## config.mk

```make
export PLATFORM = sky130hd
export DESIGN_NAME = base64_stream_decoder
export DESIGN_NICKNAME = d
export VERILOG_FILES = /design/src/hw/rtl/b64d_pkg.sv /design/src/hw/rtl/b64d_decode.sv /design/src/hw/rtl/b64d_emit.sv /design/src/hw/rtl/base64_stream_decoder.sv
export SDC_FILE = /design/constraint.sdc
export NUM_CORES = 1
export LEC_CHECK = 0
export ABC_AREA = 1
export ABC_CLOCK_PERIOD_IN_PS = 10900
export BUFFER_PORTS_ARGS = -buffer_cell sky130_fd_sc_hd__buf_2
export CAP_MARGIN = 20
export CORE_AREA = 2 2 156 158
export DETAILED_ROUTE_END_ITERATION = 6
export DIE_AREA = 0 0 158 160
export PLACE_DENSITY = 0.83
export SLEW_MARGIN = 20
export SYNTH_ARGS = -nofsm -noshare
export SYNTH_HDL_FRONTEND = slang
export SYNTH_HIERARCHICAL = 1
export SYNTH_SLANG_ARGS = --single-unit
export TNS_END_PERCENT = 100
```

## constraint.sdc

```tcl
create_clock -name clk -period 10.9 [get_ports clk]
set_input_delay 2.18 -clock clk [delete_from_list [all_inputs] [get_ports clk]]
set_output_delay 2.18 -clock clk [all_outputs]
set_load 0.1 [all_outputs]
```

## src/hw/rtl/b64d_pkg.sv

```systemverilog
// Shared types, codes and helper functions of the base64 stream decoder.
package b64d_pkg;

  localparam logic [7:0] CHAR_PAD  = 8'h3D;
  localparam logic [15:0] COUNT_MAX = 16'hFFFF;

  typedef enum logic [1:0] {
    STOP_EOT = 2'd0,
    STOP_PAD = 2'd1,
    STOP_BAD = 2'd2
  } stop_t;

  typedef struct packed {
    logic [7:0]  data_byte;
    logic        byte_valid;
    logic        last_in_run;
    logic        message_done;
    stop_t       stop_reason;
    logic [15:0] byte_count;
  } rec_t;

  // results of one request: recs[0] goes out first, n is 1..3
  typedef struct packed {
    rec_t [2:0] recs;
    logic [1:0] n;
  } group_t;

  // {invalid, sextet}
  function automatic logic [6:0] sextet_of(input logic [7:0] ch);
    logic [6:0] r;
    r = 7'h40;
    if (ch >= 8'h41 && ch <= 8'h5A) begin
      r = {1'b0, ch[5:0] - 6'd1};
    end else if (ch >= 8'h61 && ch <= 8'h7A) begin
      r = {1'b0, ch[5:0] - 6'd7};
    end else if (ch >= 8'h30 && ch <= 8'h39) begin
      r = {1'b0, ch[5:0] + 6'd4};
    end else if (ch == 8'h2B) begin
      r = {1'b0, 6'd62};
    end else if (ch == 8'h2F) begin
      r = {1'b0, 6'd63};
    end
    return r;
  endfunction

  function automatic logic [15:0] sat_inc(input logic [15:0] v);
    return (v == COUNT_MAX) ? v : v + 16'd1;
  endfunction

endpackage

```

## src/hw/rtl/b64d_decode.sv

```systemverilog
// Input register, decoder state and per-request result group logic.
module b64d_decode import b64d_pkg::*; (
  input  logic       clk,
  input  logic       rst_n,
  input  logic       in_tvalid,
  output logic       in_tready,
  input  logic [7:0] in_char,
  input  logic       in_eot,
  output logic       grp_valid,
  input  logic       grp_ready,
  output group_t     grp
);

  logic        inq_v_r;
  logic [7:0]  inq_char_r;
  logic        inq_eot_r;

  logic [17:0] pend_r, pend_nxt;
  logic [1:0]  pos_r, pos_nxt;
  logic        stopped_r, stopped_nxt;
  stop_t       cause_r, cause_nxt;
  logic [15:0] total_r, total_nxt;

  logic        advance;
  logic        in_fire;

  always_comb begin
    logic [6:0]  sx;
    logic        vld;
    logic [17:0] newpend;
    logic [17:0] fp;
    logic [1:0]  fpos;
    logic [1:0]  nb;
    logic [7:0]  b [3];
    logic [15:0] c [3];
    stop_t       cause_eff;
    logic [1:0]  n;

    sx        = sextet_of(inq_char_r);
    vld       = !sx[6];
    newpend   = {pend_r[11:0], sx[5:0]};
    nb        = 2'd0;
    b[0]      = 8'd0;
    b[1]      = 8'd0;
    b[2]      = 8'd0;
    cause_eff = cause_r;
    fp        = vld ? newpend : pend_r;
    fpos      = vld ? pos_r + 2'd1 : pos_r;

    pend_nxt    = pend_r;
    pos_nxt     = pos_r;
    stopped_nxt = stopped_r;
    cause_nxt   = cause_r;

    if (!stopped_r) begin
      if (vld && pos_r == 2'd3) begin
        nb       = 2'd3;
        b[0]     = pend_r[17:10];
        b[1]     = pend_r[9:2];
        b[2]     = {pend_r[1:0], sx[5:0]};
        pend_nxt = 18'd0;
        pos_nxt  = 2'd0;
      end else begin
        if (vld) begin
          pend_nxt = newpend;
          pos_nxt  = fpos;
        end else begin
          stopped_nxt = 1'b1;
          cause_eff   = (inq_char_r == CHAR_PAD) ? STOP_PAD : STOP_BAD;
          cause_nxt   = cause_eff;
          pend_nxt    = 18'd0;
          pos_nxt     = 2'd0;
        end
        if (!vld || inq_eot_r) begin
          if (fpos == 2'd2) begin
            nb   = 2'd1;
            b[0] = fp[11:4];
          end else if (fpos == 2'd3) begin
            nb   = 2'd2;
            b[0] = fp[17:10];
            b[1] = fp[9:2];
          end
        end
      end
    end

    c[0] = sat_inc(total_r);
    c[1] = sat_inc(c[0]);
    c[2] = sat_inc(c[1]);

    unique case (nb)
      2'd0:    total_nxt = total_r;
      2'd1:    total_nxt = c[0];
      2'd2:    total_nxt = c[1];
      default: total_nxt = c[2];
    endcase

    for (int i = 0; i < 3; i++) begin
      grp.recs[i].byte_valid   = (2'(i) < nb);
      grp.recs[i].data_byte    = (2'(i) < nb) ? b[i] : 8'd0;
      grp.recs[i].byte_count   = c[i];
      grp.recs[i].last_in_run  = 1'b0;
      grp.recs[i].message_done = 1'b0;
      grp.recs[i].stop_reason  = STOP_EOT;
    end

    n = nb;
    if (inq_eot_r && nb == 2'd0) begin
      n                        = 2'd1;
      grp.recs[0].byte_count   = total_r;
    end
    grp.n = n;

    for (int i = 0; i < 3; i++) begin
      if (n != 2'd0 && 2'(i) == n - 2'd1) begin
        grp.recs[i].last_in_run  = 1'b1;
        grp.recs[i].message_done = inq_eot_r;
        grp.recs[i].stop_reason  = inq_eot_r ? cause_eff : STOP_EOT;
      end
    end

    if (inq_eot_r) begin
      pend_nxt    = 18'd0;
      pos_nxt     = 2'd0;
      stopped_nxt = 1'b0;
      cause_nxt   = STOP_EOT;
      total_nxt   = 16'd0;
    end
  end

  assign grp_valid = inq_v_r && (grp.n != 2'd0);
  assign advance   = inq_v_r && ((grp.n == 2'd0) || grp_ready);
  assign in_tready = !inq_v_r || advance;
  assign in_fire   = in_tvalid && in_tready;

  always_ff @(posedge clk) begin
    if (!rst_n) begin
      inq_v_r   <= 1'b0;
      pend_r    <= 18'd0;
      pos_r     <= 2'd0;
      stopped_r <= 1'b0;
      cause_r   <= STOP_EOT;
      total_r   <= 16'd0;
    end else begin
      if (in_fire) begin
        inq_v_r <= 1'b1;
      end else if (advance) begin
        inq_v_r <= 1'b0;
      end
      if (advance) begin
        pend_r    <= pend_nxt;
        pos_r     <= pos_nxt;
        stopped_r <= stopped_nxt;
        cause_r   <= cause_nxt;
        total_r   <= total_nxt;
      end
    end
  end

  always_ff @(posedge clk) begin
    if (in_fire) begin
      inq_char_r <= in_char;
      inq_eot_r  <= in_eot;
    end
  end

endmodule

```

## src/hw/rtl/b64d_emit.sv

```systemverilog
// Two-entry result group queue and output serializer, one result per cycle while out_tready is high.
module b64d_emit import b64d_pkg::*; (
  input  logic   clk,
  input  logic   rst_n,
  input  logic   grp_valid,
  output logic   grp_ready,
  input  group_t grp,
  output logic   out_tvalid,
  input  logic   out_tready,
  output rec_t   out_rec
);

  group_t     mem_r [2];
  logic       wr_ptr_r;
  logic       rd_ptr_r;
  logic [1:0] cnt_r;
  logic [1:0] idx_r;

  group_t     head;
  logic       push;
  logic       out_fire;
  logic       pop;

  assign grp_ready  = (cnt_r != 2'd2);
  assign push       = grp_valid && grp_ready;
  assign head       = mem_r[rd_ptr_r];
  assign out_tvalid = (cnt_r != 2'd0);
  assign out_rec    = head.recs[idx_r];
  assign out_fire   = out_tvalid && out_tready;
  assign pop        = out_fire && (idx_r == head.n - 2'd1);

  always_ff @(posedge clk) begin
    if (!rst_n) begin
      wr_ptr_r <= 1'b0;
      rd_ptr_r <= 1'b0;
      cnt_r    <= 2'd0;
      idx_r    <= 2'd0;
    end else begin
      if (push) begin
        wr_ptr_r <= !wr_ptr_r;
      end
      if (pop) begin
        rd_ptr_r <= !rd_ptr_r;
        idx_r    <= 2'd0;
      end else if (out_fire) begin
        idx_r <= idx_r + 2'd1;
      end
      if (push && !pop) begin
        cnt_r <= cnt_r + 2'd1;
      end else if (pop && !push) begin
        cnt_r <= cnt_r - 2'd1;
      end
    end
  end

  always_ff @(posedge clk) begin
    if (push) begin
      mem_r[wr_ptr_r] <= grp;
    end
  end

endmodule

```

## src/hw/rtl/base64_stream_decoder.sv

```systemverilog
// Top level of the base64 stream decoder.
//
//  channel | dir | tdata                          | tuser                              | tlast
//  in_     | in  | [7:0] text_char                | -                                  | end_of_text
//  out_    | out | [7:0] data_byte, [23:8] count  | [0] byte_valid, [1] message_done,  | last_in_run
//          |     |                                | [3:2] stop_reason                  |
//
// A request is taken into the input register, decoded in the next cycle and its
// results queued as one group in a two-entry queue; one result leaves per cycle
// while out_tready is high. Results pass the input register and the queue; a
// request with no result never enters the queue. Sustained input rate is one
// request per cycle while the output keeps up; the output port (one result per
// cycle) sets the limit. Reset (synchronous, rst_n low) clears decoder state and queue.
module base64_stream_decoder import b64d_pkg::*; (
  input  logic        clk,
  input  logic        rst_n,
  input  logic        in_tvalid,
  output logic        in_tready,
  input  logic [7:0]  in_tdata,   // [7:0] text_char
  input  logic        in_tlast,   // end_of_text
  output logic        out_tvalid,
  input  logic        out_tready,
  output logic [23:0] out_tdata,  // [7:0] data_byte, [23:8] byte_count
  output logic [3:0]  out_tuser,  // [0] byte_valid, [1] message_done, [3:2] stop_reason
  output logic        out_tlast   // last_in_run
);

  logic   grp_valid;
  logic   grp_ready;
  group_t grp;
  rec_t   out_rec;

  b64d_decode u_decode (
    .clk       (clk),
    .rst_n     (rst_n),
    .in_tvalid (in_tvalid),
    .in_tready (in_tready),
    .in_char   (in_tdata),
    .in_eot    (in_tlast),
    .grp_valid (grp_valid),
    .grp_ready (grp_ready),
    .grp       (grp)
  );

  b64d_emit u_emit (
    .clk        (clk),
    .rst_n      (rst_n),
    .grp_valid  (grp_valid),
    .grp_ready  (grp_ready),
    .grp        (grp),
    .out_tvalid (out_tvalid),
    .out_tready (out_tready),
    .out_rec    (out_rec)
  );

  assign out_tdata = {out_rec.byte_count, out_rec.data_byte};
  assign out_tuser = {out_rec.stop_reason, out_rec.message_done, out_rec.byte_valid};
  assign out_tlast = out_rec.last_in_run;

endmodule

```

==> impl_results.md <==
* DR WL/cell at 17.7 um
* Initial antenna violation count at 0
* Top post-synthesis cells by area: edfxtp_1, nand2_1, dfxtp_1
* Post-CTS Hold Buffers at 0
* TritonCTS Buffers at 24
* GPL Wtd Cong at 0.939
* Power Dens Cells at 169 nW/um^2
* Number of inserted diodes at 0
* # setup viols final at 0
* Final ANT Viol Nets at 0
* Max Buffers Root-to-Sink at 3
* Count leader, synth: nand2_1
* DRC viols at 0
* Final non-filler cell total at 1802
* Synth top cells by count: nand2_1, nor2_1, edfxtp_1
* Area Overhead vs Synth at 9.26%
* Post-Route WL at 31900 um
* Outcome: completed
* Core area at 23800 sq um
* Gate Count Post-Synth at 1444
* P_leak at 5.49 nW
* Register area share after synthesis at 0.516
* Post-synthesis sequential element count at 234
* Number of enable flip-flop cells after synthesis at 187
* Vias in the first global route at 9744
* PortBufs at 43
* CP Launch Type: register
* Post-synth top flop: edfxtp_1
* Syn_area_per_cell at 8.81 sq um
* Async SR Flop Fraction at 0
* Gr usage total at 0.249
* HP Class: register to register
* Final net count at 1491
* Area of the multi-input gates at 5370 sq um
* Root Driver: clkbuf_16
* Setup slack at placement at 3.53 ns
* CTS H-tree depth at 1
* RSZ-0062 raised after global routing: false
* Netlist cell types at 50
* Crit path kind: register to output port
* Maxcap violations at 0
* Final WS setup at 2.89 ns
* Mapped Nets at 1475
* Reg area at 6560 sq um
* # clock sinks at 234
* Synth top area share at 0.442
* Fmax at 0.125 GHz
* Vias at 10500
* IO Count at 44
* Starting density of the core at 0.534
* Die area at 25300 sq um
* First DRT Iteration DRCs at 1292
* DIE WIDTH at 158 um
* Die Y at 160 um
* Worst-path clk slew at 0.06 ns
* DRT Pass-1 Iters at 5
* Post-DP HPWL at 21500 um
* CTS tree: yes
* Row count at 57
* Worst Max-Slew Pin Slew at 1.08 ns
* Fill cells at 2014
* CP arrival at 5.83 ns
* Global route overflow at 0
* CP Data Required Time at 8.72 ns
* Slew headroom at 0.278
* Layout cells sized above 1 at 0.130
* Post-CTS Setup Bufs at 0
* Fin Setup TNS at 0 ns
* Critical Path End Type: output port
* Largest net degree at the start of global routing at 92
* Final Hold Fails at 0
* VDD IR max at 0.122 mV
* Resized cells post-CTS at 0
* Fin crit share at 0.735
* Cell taking the most area after synthesis: edfxtp_1
* First-pass GRT wire length at 50200 um
* Post-synth design cell area at 12700 sq um
* Placed cell area at 13000 sq um
* Fin crit period at 8.01 ns
* Skew final at 0.0253 ns
* Final instance area at 13900 sq um
* Min Hold Slack at 0.477 ns
* Vias per cell at 5.81
* Placed instance count at 1758
* Clk Latency, worst-skew pair at 0.54 ns
* Synth warnings at 6
* Final Max Slew Viols at 0
* Worst Path Max Fanout at 31
where the power goes:
group	internal [mW]	switching, mW
sequential	0.994	0.0154
combinational	0.0874	0.383
clock	0.519	0.352
cell type report:
cell class,instances,share of cell area
Multi-Input combinational cell,1033,0.386
Inverter,118,0.0323
Clock buffer,30,0.0463
Sequential cell,234,0.472
Tap cell,324,0.0292
Timing Repair Buffer,49,0.0193
Clock inverter,14,0.0146
worst max-delay path, cell delays in order (launching register included):
cell and delay, ns:
edfxtp_1 0.54, inv_1 0.18, ha_1 0.31, a21oi_1 0.20, o21ai_0 0.10, o21ai_0 0.09, nand2_1 0.26, nand2_2 0.42
nand2_1 0.38, nor2_2 0.32, inv_2 0.16, nand2_1 0.19, inv_1 0.21, ha_1 0.28, nand2_1 0.59, nand4_1 0.25
and2_1 0.22, nand2_1 0.12, buf_2 0.45
cells by family after synthesis:
logic type / share of synthesized area
and+or+nand+nor: 0.244
AOI/OAI and AO/OA: 0.145
DFF: 0.516
buffers and inverters: 0.0639
xor gates and xnor gates: 0.0138
adders and majority gates: 0.0177
flip-flops by register name, indices dropped and copies added, names as in the netlist, named ones only:
name / count
u_decode/total_r: 16
u_decode/stopped_r: 1
u_decode/inq_eot_r: 1
u_emit/idx_r: 2
u_decode/pos_r: 2
u_emit/wr_ptr_r: 1
u_decode/pend_r: 18
u_decode/cause_r: 2
u_emit/rd_ptr_r: 1
u_emit/cnt_r: 2
u_decode/inq_char_r: 8
u_decode/inq_v_r: 1
u_emit/mem_r: 178
path summary, 6_finish.rpt:
| kind | start | end | slack (ns) | cells past startpoint |
|---|---|---|---|---|
| worst max register to register | u_decode/inq_char_r[2]$_DFFE_PP_ | u_emit/mem_r[1][16]$_DFFE_PP_ | 4.85 | 21 |
| worst min-delay path | u_decode/cause_r[1]$_SDFFE_PN0P_ | u_decode/cause_r[1]$_SDFFE_PN0P_ | 0.48 | 2 |
| worst max-delay path | u_decode/inq_char_r[2]$_DFFE_PP_ | in_tready | 2.89 | 18 |
| worst min register to register | u_decode/cause_r[1]$_SDFFE_PN0P_ | u_decode/cause_r[1]$_SDFFE_PN0P_ | 0.48 | 2 |
per-stage QoR:
step	util	power, mW
floorplan	-	1.40
global route	0.583	2.43
global placement	0.547	1.48
detailed placement	0.547	1.49
CTS	0.583	2.36
finish	0.583	2.35
routing by layer:
layer | routed length, um | track usage | up-vias
met3 | 2700 | 0.0377 | 53
met1 | 13500 | 0.353 | 4938
li1 | - | - | 5001
met2 | 15100 | 0.404 | 477
met5 | 0 | 0 | -
met4 | 612 | 0.0631 | 0
layout by cell type, fill, tap and decap left out, types with 5 or more instances in the layout:
cell / count
a211oi_1: 13
o21ai_0: 148
dfxtp_1: 46
o21ai_1: 33
nand4_1: 20
a21oi_2: 7
nand3_1: 61
nor3_1: 6
edfxtp_1: 187
nor2_2: 7
xor2_1: 17
nor2_4: 12
o22ai_1: 31
nand2_1: 292
clkbuf_16: 24
a31oi_1: 8
inv_2: 11
inv_1: 101
clkinv_1: 5
ha_1: 18
o211ai_1: 8
nand2_2: 25
buf_2: 43
nand2_4: 11
a21oi_1: 50
a221oi_1: 14
nor2_1: 212
nand3_2: 15
(Power assumes the default switching activity.)
